**src/design/bnc_pkg.sv**
```systemverilog
package bnc_pkg;

    // Stack size and derived widths
    localparam int STACK_DEPTH = 16;
    localparam int CNT_W       = $clog2(STACK_DEPTH + 1);
    localparam int SCORE_W     = 38;
    localparam int PEN_W       = 16;
    localparam int NUM_REGS    = 4;
    localparam int ADDR_W      = $clog2(NUM_REGS) + 2;
    localparam int DATA_W      = 32;

    // Register reset values
    localparam logic [PEN_W-1:0] PEN_PAREN_RST  = 16'd3;
    localparam logic [PEN_W-1:0] PEN_SQUARE_RST = 16'd57;
    localparam logic [PEN_W-1:0] PEN_CURLY_RST  = 16'd1197;
    localparam logic [PEN_W-1:0] PEN_ANGLE_RST  = 16'd25137;

    // Register indexes
    localparam logic [1:0] REG_PAREN  = 2'd0;
    localparam logic [1:0] REG_SQUARE = 2'd1;
    localparam logic [1:0] REG_CURLY  = 2'd2;
    localparam logic [1:0] REG_ANGLE  = 2'd3;

    // Line status codes
    localparam logic [1:0] ST_COMPLETE   = 2'd0;
    localparam logic [1:0] ST_CORRUPTED  = 2'd1;
    localparam logic [1:0] ST_INCOMPLETE = 2'd2;
    localparam logic [1:0] ST_OVERFLOW   = 2'd3;

    // Bracket kinds
    localparam logic [1:0] KIND_ROUND  = 2'd0;
    localparam logic [1:0] KIND_SQUARE = 2'd1;
    localparam logic [1:0] KIND_CURLY  = 2'd2;
    localparam logic [1:0] KIND_ANGLE  = 2'd3;

    typedef struct packed {
        logic [7:0] char_code;
        logic       line_end;
    } char_item_t;

    typedef struct packed {
        logic [1:0]         line_status;
        logic [SCORE_W-1:0] line_score;
    } res_item_t;

    typedef logic [NUM_REGS-1:0][PEN_W-1:0] pen_set_t;

    typedef struct packed {
        logic       is_open;
        logic       is_close;
        logic [1:0] kind;
    } bracket_t;

    typedef enum logic [1:0] {
        S_RUN,
        S_WALK,
        S_EMIT
    } state_t;

    // Controller to datapath
    typedef struct packed {
        logic take;
        logic walk;
        logic emit;
    } dp_cmd_t;

    // Datapath to controller
    typedef struct packed {
        logic walk_done;
        logic out_free;
    } dp_sts_t;

    // Classify one character
    function automatic bracket_t decode_char(input logic [7:0] c);
        bracket_t b;
        b = '{is_open: 1'b0, is_close: 1'b0, kind: KIND_ROUND};
        case (c)
            8'h28: b = '{is_open: 1'b1, is_close: 1'b0, kind: KIND_ROUND};
            8'h5B: b = '{is_open: 1'b1, is_close: 1'b0, kind: KIND_SQUARE};
            8'h7B: b = '{is_open: 1'b1, is_close: 1'b0, kind: KIND_CURLY};
            8'h3C: b = '{is_open: 1'b1, is_close: 1'b0, kind: KIND_ANGLE};
            8'h29: b = '{is_open: 1'b0, is_close: 1'b1, kind: KIND_ROUND};
            8'h5D: b = '{is_open: 1'b0, is_close: 1'b1, kind: KIND_SQUARE};
            8'h7D: b = '{is_open: 1'b0, is_close: 1'b1, kind: KIND_CURLY};
            8'h3E: b = '{is_open: 1'b0, is_close: 1'b1, kind: KIND_ANGLE};
            default: b = '{is_open: 1'b0, is_close: 1'b0, kind: KIND_ROUND};
        endcase
        return b;
    endfunction

endpackage

```
**src/design/bnc_regs.sv**
```systemverilog
module bnc_regs (
    input  logic                      clk,
    input  logic                      rst_n,
    input  logic                      psel,
    input  logic                      penable,
    input  logic                      pwrite,
    input  logic [bnc_pkg::ADDR_W-1:0] paddr,
    input  logic [bnc_pkg::DATA_W-1:0] pwdata,
    output logic [bnc_pkg::DATA_W-1:0] prdata,
    output logic                      pready,
    output bnc_pkg::pen_set_t         penalty
);
    import bnc_pkg::*;

    pen_set_t   pen_reg;
    pen_set_t   pen_next;
    logic [1:0] idx;
    logic       wr_en;

    assign idx    = paddr[ADDR_W-1:2];
    assign wr_en  = psel && penable && pwrite;
    assign pready = 1'b1;

    // Register write
    always_comb
    begin
        pen_next = pen_reg;
        if (wr_en)
        begin
            pen_next[idx] = pwdata[PEN_W-1:0];
        end
    end

    always_ff @(posedge clk or negedge rst_n)
    begin
        if (!rst_n)
        begin
            pen_reg[REG_PAREN]  <= PEN_PAREN_RST;
            pen_reg[REG_SQUARE] <= PEN_SQUARE_RST;
            pen_reg[REG_CURLY]  <= PEN_CURLY_RST;
            pen_reg[REG_ANGLE]  <= PEN_ANGLE_RST;
        end
        else
        begin
            pen_reg <= pen_next;
        end
    end

    // Read back, zero-extended
    assign prdata  = DATA_W'(pen_reg[idx]);
    assign penalty = pen_reg;

endmodule

```
**src/design/bnc_ctrl.sv**
```systemverilog
module bnc_ctrl (
    input  logic              clk,
    input  logic              rst_n,
    input  logic              char_valid,
    input  logic              line_end,
    output logic              char_stall,
    input  bnc_pkg::dp_sts_t  sts,
    output bnc_pkg::dp_cmd_t  cmd
);
    import bnc_pkg::*;

    state_t state_reg;
    state_t state_next;
    logic   take;

    assign take = char_valid && (state_reg == S_RUN);

    // Next state
    always_comb
    begin
        state_next = state_reg;
        case (state_reg)
            S_RUN:
            begin
                if (take && line_end)
                begin
                    state_next = S_WALK;
                end
            end
            S_WALK:
            begin
                if (sts.walk_done)
                begin
                    state_next = S_EMIT;
                end
            end
            S_EMIT:
            begin
                if (sts.out_free)
                begin
                    state_next = S_RUN;
                end
            end
            default: state_next = S_RUN;
        endcase
    end

    always_ff @(posedge clk or negedge rst_n)
    begin
        if (!rst_n)
        begin
            state_reg <= S_RUN;
        end
        else
        begin
            state_reg <= state_next;
        end
    end

    // Outputs
    always_comb
    begin
        char_stall = 1'b1;
        cmd        = '0;
        case (state_reg)
            S_RUN:
            begin
                char_stall = 1'b0;
                cmd.take   = char_valid;
            end
            S_WALK:
            begin
                cmd.walk = !sts.walk_done;
            end
            S_EMIT:
            begin
                cmd.emit = sts.out_free;
            end
            default:
            begin
                char_stall = 1'b1;
            end
        endcase
    end

`ifndef SYNTH
    // A line end always leads into the score walk
    a_line_end_walk: assert property (@(posedge clk) disable iff (!rst_n)
        cmd.take && line_end |=> state_reg == S_WALK)
        else $error("line end did not start the walk");

    // Walk and result load never overlap a new transaction
    a_no_overlap: assert property (@(posedge clk) disable iff (!rst_n)
        (cmd.walk || cmd.emit) |-> !cmd.take)
        else $error("character taken during end of line");

    // The walk ends in the result state
    a_walk_to_emit: assert property (@(posedge clk) disable iff (!rst_n)
        state_reg == S_WALK && sts.walk_done |=> state_reg == S_EMIT)
        else $error("walk finished without result");
`endif

endmodule

```
**src/design/bnc_dp.sv**
```systemverilog
module bnc_dp (
    input  logic                clk,
    input  logic                rst_n,
    input  bnc_pkg::char_item_t char_data,
    input  bnc_pkg::pen_set_t   penalty,
    input  bnc_pkg::dp_cmd_t    cmd,
    output bnc_pkg::dp_sts_t    sts,
    output logic                res_valid,
    input  logic                res_stall,
    output bnc_pkg::res_item_t  res_data
);
    import bnc_pkg::*;

    // Stack as a shift line, entry 0 is the top
    logic [STACK_DEPTH-1:0][1:0] stack_reg;
    logic [STACK_DEPTH-1:0][1:0] stack_next;
    logic [CNT_W-1:0]            count_reg;
    logic [CNT_W-1:0]            count_next;
    logic                        corr_reg;
    logic                        corr_next;
    logic                        ovf_reg;
    logic                        ovf_next;
    logic                        incomp_reg;
    logic                        incomp_next;
    logic [PEN_W-1:0]            held_pen_reg;
    logic [PEN_W-1:0]            held_pen_next;
    logic [SCORE_W-1:0]          score_reg;
    logic [SCORE_W-1:0]          score_next;
    logic                        res_valid_reg;
    logic                        res_valid_next;
    res_item_t                   res_data_reg;
    res_item_t                   res_data_next;

    bracket_t                    br;
    logic                        do_push;
    logic                        do_pop;
    logic                        full;
    logic                        empty;
    logic                        line_dead;
    logic [1:0]                  status;

    assign br        = decode_char(char_data.char_code);
    assign full      = (count_reg == CNT_W'(STACK_DEPTH));
    assign empty     = (count_reg == '0);
    assign line_dead = corr_reg || ovf_reg;

    // Character handling and walk control
    always_comb
    begin
        do_push       = 1'b0;
        do_pop        = 1'b0;
        corr_next     = corr_reg;
        ovf_next      = ovf_reg;
        held_pen_next = held_pen_reg;
        incomp_next   = incomp_reg;
        score_next    = score_reg;
        if (cmd.take && !line_dead)
        begin
            if (br.is_open)
            begin
                if (full)
                begin
                    ovf_next = 1'b1;
                end
                else
                begin
                    do_push = 1'b1;
                end
            end
            else if (br.is_close)
            begin
                if (!empty && stack_reg[0] == br.kind)
                begin
                    do_pop = 1'b1;
                end
                else
                begin
                    corr_next     = 1'b1;
                    held_pen_next = penalty[br.kind];
                end
            end
        end
        // Completion score: score*5 + value, one open bracket a cycle
        if (cmd.walk)
        begin
            do_pop      = 1'b1;
            incomp_next = 1'b1;
            score_next  = (score_reg << 2) + score_reg
                          + SCORE_W'(stack_reg[0]) + SCORE_W'(1);
        end
        if (cmd.emit)
        begin
            corr_next     = 1'b0;
            ovf_next      = 1'b0;
            incomp_next   = 1'b0;
            held_pen_next = '0;
            score_next    = '0;
        end
    end

    // Stack shift and depth count
    always_comb
    begin
        stack_next = stack_reg;
        count_next = count_reg;
        if (do_push)
        begin
            for (int i = 1; i < STACK_DEPTH; i++)
            begin
                stack_next[i] = stack_reg[i-1];
            end
            stack_next[0] = br.kind;
            count_next    = count_reg + CNT_W'(1);
        end
        else if (do_pop)
        begin
            for (int i = 0; i < STACK_DEPTH - 1; i++)
            begin
                stack_next[i] = stack_reg[i+1];
            end
            count_next = count_reg - CNT_W'(1);
        end
        if (cmd.emit)
        begin
            count_next = '0;
        end
    end

    // Result status
    always_comb
    begin
        if (ovf_reg)
        begin
            status = ST_OVERFLOW;
        end
        else if (corr_reg)
        begin
            status = ST_CORRUPTED;
        end
        else if (incomp_reg)
        begin
            status = ST_INCOMPLETE;
        end
        else
        begin
            status = ST_COMPLETE;
        end
    end

    assign sts.walk_done = line_dead || empty;
    assign sts.out_free  = !res_valid_reg || !res_stall;

    // Output register
    always_comb
    begin
        res_valid_next = res_valid_reg;
        res_data_next  = res_data_reg;
        if (res_valid_reg && !res_stall)
        begin
            res_valid_next = 1'b0;
        end
        if (cmd.emit)
        begin
            res_valid_next           = 1'b1;
            res_data_next.line_status = status;
            case (status)
                ST_CORRUPTED:  res_data_next.line_score = SCORE_W'(held_pen_reg);
                ST_INCOMPLETE: res_data_next.line_score = score_reg;
                default:       res_data_next.line_score = '0;
            endcase
        end
    end

    always_ff @(posedge clk or negedge rst_n)
    begin
        if (!rst_n)
        begin
            count_reg     <= '0;
            corr_reg      <= 1'b0;
            ovf_reg       <= 1'b0;
            incomp_reg    <= 1'b0;
            held_pen_reg  <= '0;
            score_reg     <= '0;
            res_valid_reg <= 1'b0;
        end
        else
        begin
            count_reg     <= count_next;
            corr_reg      <= corr_next;
            ovf_reg       <= ovf_next;
            incomp_reg    <= incomp_next;
            held_pen_reg  <= held_pen_next;
            score_reg     <= score_next;
            res_valid_reg <= res_valid_next;
        end
    end

    // Payload, no reset
    always_ff @(posedge clk)
    begin
        stack_reg    <= stack_next;
        res_data_reg <= res_data_next;
    end

    assign res_valid = res_valid_reg;
    assign res_data  = res_data_reg;

`ifndef SYNTH
    // Depth never exceeds the stack
    a_depth: assert property (@(posedge clk) disable iff (!rst_n)
        count_reg <= CNT_W'(STACK_DEPTH))
        else $error("stack depth out of range");

    // Walk only pops real entries of a live line
    a_walk_live: assert property (@(posedge clk) disable iff (!rst_n)
        cmd.walk |-> !empty && !line_dead)
        else $error("walk on empty or dead line");

    // Line state is clean after a result is loaded
    a_clear: assert property (@(posedge clk) disable iff (!rst_n)
        cmd.emit |=> count_reg == '0 && !corr_reg && !ovf_reg && score_reg == '0)
        else $error("line state not cleared");

    // Complete and overflowed lines carry a zero score
    a_zero_score: assert property (@(posedge clk) disable iff (!rst_n)
        res_valid_reg && (res_data_reg.line_status == ST_COMPLETE
                          || res_data_reg.line_status == ST_OVERFLOW)
        |-> res_data_reg.line_score == '0)
        else $error("nonzero score on complete or overflow");
`endif

endmodule

```
**src/design/bracket_nesting_checker_core.sv**
```systemverilog
// Bracket nesting checker: takes one ASCII character per transaction on the
// char channel and checks nesting of (), [], {} and <> with a 16-entry stack
// of opener kinds. For a character flagged as line end on a line that is
// neither corrupted nor overflowed, the completion score is built by
// popping the stack shift line one entry per cycle (score = score*5 +
// value); a corrupted or overflowed line skips this walk. Then the result
// is loaded into the output register. While a result waits there the block
// goes on taking characters; a second line end waits only if the first
// result has not been taken.
// Penalties for a bad closer are set over the APB port at byte addresses
// 0, 4, 8 and 12 (round, square, curly, angle).
module bracket_nesting_checker_core (
    input  logic                       clk,
    input  logic                       rst_n,
    input  logic                       char_valid,
    output logic                       char_stall,
    input  bnc_pkg::char_item_t        char_data,
    output logic                       res_valid,
    input  logic                       res_stall,
    output bnc_pkg::res_item_t         res_data,
    input  logic                       psel,
    input  logic                       penable,
    input  logic                       pwrite,
    input  logic [bnc_pkg::ADDR_W-1:0] paddr,
    input  logic [bnc_pkg::DATA_W-1:0] pwdata,
    output logic [bnc_pkg::DATA_W-1:0] prdata,
    output logic                       pready
);
    import bnc_pkg::*;

    pen_set_t penalty;
    dp_cmd_t  cmd;
    dp_sts_t  sts;

    bnc_regs u_regs (
        .clk     (clk),
        .rst_n   (rst_n),
        .psel    (psel),
        .penable (penable),
        .pwrite  (pwrite),
        .paddr   (paddr),
        .pwdata  (pwdata),
        .prdata  (prdata),
        .pready  (pready),
        .penalty (penalty)
    );

    bnc_ctrl u_ctrl (
        .clk        (clk),
        .rst_n      (rst_n),
        .char_valid (char_valid),
        .line_end   (char_data.line_end),
        .char_stall (char_stall),
        .sts        (sts),
        .cmd        (cmd)
    );

    bnc_dp u_dp (
        .clk       (clk),
        .rst_n     (rst_n),
        .char_data (char_data),
        .penalty   (penalty),
        .cmd       (cmd),
        .sts       (sts),
        .res_valid (res_valid),
        .res_stall (res_stall),
        .res_data  (res_data)
    );

endmodule
```
**config.mk**
```make
export PLATFORM = sky130hd
export DESIGN_NAME = bracket_nesting_checker_core
export DESIGN_NICKNAME = d
export VERILOG_FILES = /design/src/design/bnc_pkg.sv /design/src/design/bnc_regs.sv /design/src/design/bnc_ctrl.sv /design/src/design/bnc_dp.sv /design/src/design/bracket_nesting_checker_core.sv
export SDC_FILE = /design/constraint.sdc
export NUM_CORES = 1
export LEC_CHECK = 0
export BUFFER_PORTS_ARGS = -buffer_cell sky130_fd_sc_hd__buf_2
export CAP_MARGIN = 20
export CORE_ASPECT_RATIO = 1.4
export CORE_MARGIN = 3
export CORE_UTILIZATION = 35
export DETAILED_ROUTE_END_ITERATION = 10
export SYNTH_ARGS = -nofsm -noshare
export SYNTH_HDL_FRONTEND = slang
export SYNTH_SLANG_ARGS = --single-unit
```
**constraint.sdc**
```tcl
create_clock -name clk -period 3.9 [get_ports clk]
set_input_delay 0.975 -clock clk [delete_from_list [all_inputs] [get_ports clk]]
set_output_delay 0.975 -clock clk [all_outputs]
set_load 0.01 [all_outputs]
```
==> flow_metrics.env <==
export IMPL_tns_ps=0
export IMPL_status="finished, final reports clean"
export IMPL_grt_usage_pct=14.7
export IMPL_drv_slew=0
export IMPL_wire_per_inst_um=16.3
export IMPL_drt_iter0_markers=455
export IMPL_wl_met2_mm=13.2
export IMPL_synth_enable_flop_cells=72
export IMPL_p_comb_share_pct=34.5
export IMPL_start_kind="flop"
export IMPL_ios=127
export IMPL_dp_slack_ps=466
export IMPL_cts_buffers=22
export IMPL_totalWireLength_mm=25.4
export IMPL_arrival_ps=3810
export IMPL_synth_main_ff_cell="dfrtp_1"
export IMPL_max_cap_violations=0
export IMPL_max_slew_margin_pct=29.0
export IMPL_crit_buf_inv=2
export IMPL_worstSetupEndpointType="flop"
export IMPL_cts_tree="yes"
export IMPL_synth_warnings=0
export IMPL_ir_worst_vdd_v=0.000348
export IMPL_yosysSeqAreaShare_pct=48.8
export IMPL_final_cells=1553
export IMPL_worst_path_largest_cell_delay_ps=420
export IMPL_clock_skew_ps=8.19
export IMPL_start_util_pct=35.7
export IMPL_grt_pass1_vias=8068
export IMPL_ctsRootBufferMaster="clkbuf_16"
export IMPL_layout_drive_gt1_share_pct=22.4
export IMPL_wl_met3_um=957
export IMPL_crit_path_cell_trace="inv_1, ha_1, inv_1, fa_1, a211oi_1, o21ai_0, a22oi_4, nor3_1, or3_4, a41oi_2, o211a_1, a41oi_1, o41ai_2"
export IMPL_min_path_type="input port to asynchronous set/reset pin"
export IMPL_highest_layer="met5"
export IMPL_cts_resized=0
export IMPL_core_area_um2=31000
export IMPL_switchingPower_w=0.00305
export IMPL_clk_latency_ps=510
export IMPL_vias=8072
export IMPL_crit_family="compound AO/OA/AOI/OAI gates"
export IMPL_fin_crit_ps=3410
export IMPL_clk_path_buf_depth=3
export IMPL_synthArstFlopShare_pct=64.2
export IMPL_hold_viol=0
export IMPL_dr_pass1_iters=6
export IMPL_required_ps=4300
export IMPL_finalCritPeriodShare_pct=87.4
export IMPL_die_w_um=156
export IMPL_antenna_found_initial=2
export IMPL_drc=0
export IMPL_n_antenna_cell=0
export IMPL_finalNetCount=1241
export IMPL_layout_common_cells="nand2_1, dfrtp_1, buf_2"
export IMPL_numPortBuffers=91
export IMPL_gp_congestion=0.809
export IMPL_cpMostUsedCell="inv_1"
export IMPL_fp_row_count=76
export IMPL_p_seq_share_pct=37.9
export IMPL_h_tree_depth=1
export IMPL_die_area_um2=33900
export IMPL_syn_avg_cell_area_um2=10.3
export IMPL_dp_cells=1513
export IMPL_cp_max_fo=5
export IMPL_viasPerCell=5.20
export IMPL_syn_area_um2=11100
export IMPL_setup_ws_ps=491
export IMPL_worst_path_max_delay_cell="fa_1"
export IMPL_ys_ff_latch=201
export IMPL_areaGrowthSynthToFinish_pct=14.8
export IMPL_syn_inst=1076
export IMPL_final_common_cell="nand2_1"
export IMPL_power_density_nw_per_um2=690
export IMPL_largest_register_ff_count=64
export IMPL_power_clock_fraction_pct=27.6
export IMPL_p_leak_nw=5.53
export IMPL_place_hpwl_mm=17.6
export IMPL_rsz0062_at_grt="no"
export IMPL_path_class="flop to flop"
export IMPL_grt_max_degree=114
export IMPL_ant_nets=0
export IMPL_switching_share_pct=34.7
export IMPL_cellInternalPower_w=0.00573
export IMPL_holdBufCountCts=0
export IMPL_finalSetupViolCount=0
export IMPL_clkTransAtPathRegs_ps=60
export IMPL_cts_sinks=201
export IMPL_grt_pass1_wl_mm=41.3
export IMPL_utilization_pct=41.0
export IMPL_wl_met1_mm=10.8
export IMPL_post_cts_buffers=0
export IMPL_synthDistinctLibCells=69
export IMPL_holdWs_ps=331
export IMPL_die_h_um=217
export IMPL_max_freq_ghz=0.293
export IMPL_tightest_slew_ps=1060
export IMPL_grt_ovfl_total=0
## worst paths after layout
check / startpoint / to / slack (ps) / depth (start not counted)
setup reg to reg: u_dp.stack_reg[0] / u_dp.score_reg[34] / 490 / 13
hold reg to reg: u_dp.stack_reg[29] / u_dp.stack_reg[31] / 450 / 0
hold / removal: rst_n / u_regs.penalty[4] / 330 / 1
setup / recovery: u_dp.stack_reg[0] / u_dp.score_reg[34] / 490 / 13
min in group clk: u_dp.stack_reg[29] / u_dp.stack_reg[31] / 450 / 0
max in group asynchronous: rst_n / u_ctrl.state_reg[1] / 2660 / 2
## area by class of cell
type / count / area (um^2)
flip-flops and latches: 201 / 5410
inverters: 25 / 93.8
multi-input cells: 789 / 5270
fillers: 3050 / 18300
repair buffers: 108 / 598
clock inverters: 15 / 248
well taps: 390 / 488
clock buffers: 25 / 603
## through the flow
| stage | area [um^2] | power, W |
|---|---|---|
| after floorplan | 11100 | 0.00559 |
| after global placement | 11900 | 0.00633 |
| after detailed placement | 11900 | 0.00641 |
| after CTS | 12700 | 0.00886 |
| after global routing | 12700 | 0.00939 |
| final | 12700 | 0.00878 |
## logic make-up after synthesis
group	synth area share [%]
xor+xnor	2.99
buf+inv	4.19
compound gates	12.4
other cells	0.0678
simple gates	16.5
fa+ha+maj	4.88
mux	10.1
flops	48.8
## power groups by stage
| stage | Combinational, W | Sequential [W] | Clock [W] |
|---|---|---|---|
| finish | 0.00303 | 0.00333 | 0.00242 |
| floorplan | 0.00233 | 0.00327 | 0 |
| detailed placement | 0.00304 | 0.00337 | 0 |
| global placement | 0.00298 | 0.00335 | 0 |
| CTS | 0.00305 | 0.00333 | 0.00247 |
| global route | 0.00341 | 0.00341 | 0.00256 |
## layer usage
layer  vias up  GRT usage [%]
li1       3975              -
met5         -              0
met2       110           27.4
met3        36           2.04
met1      3949           17.8
met4         2           3.47
## Yosys cell counts, drive strengths merged, types with 4 or more instances
cell type  instances  area (um^2)
nand2            155          582
dfrtp            111         2780
o21ai             93          465
nand3             87          435
nor2              74          278
edfxtp            72         2160
mux2              65          732
clkbuf            45          170
a21oi             40          204
ha                40          500
buf               31          200
and3              27          169
inv               25         93.8
xor2              20          175
dfstp             18          473
xnor2             17          156
a22o              16          140
mux4              16          360
a21o              14          105
nor3              13         65.1
o21bai             8         60.1
a31oi              7         58.8
nand2b             7         43.8
nand4              6         37.5
nor4               5         31.3
o31ai              5         37.5
a41oi              4         42.6
and2               4         25.0
nor3b              4         30.0
o211ai             4         30.0
## worst register-to-register path: stages, from the launching register on
cell,delay (ps)
edfxtp_1,360
inv_1,140
ha_1,190
inv_1,50
fa_1,420
a211oi_1,330
o21ai_0,250
a22oi_4,300
nor3_1,100
or3_4,380
a41oi_2,270
o211a_1,250
a41oi_1,150
o41ai_2,110
(Power assumes the default switching activity.)
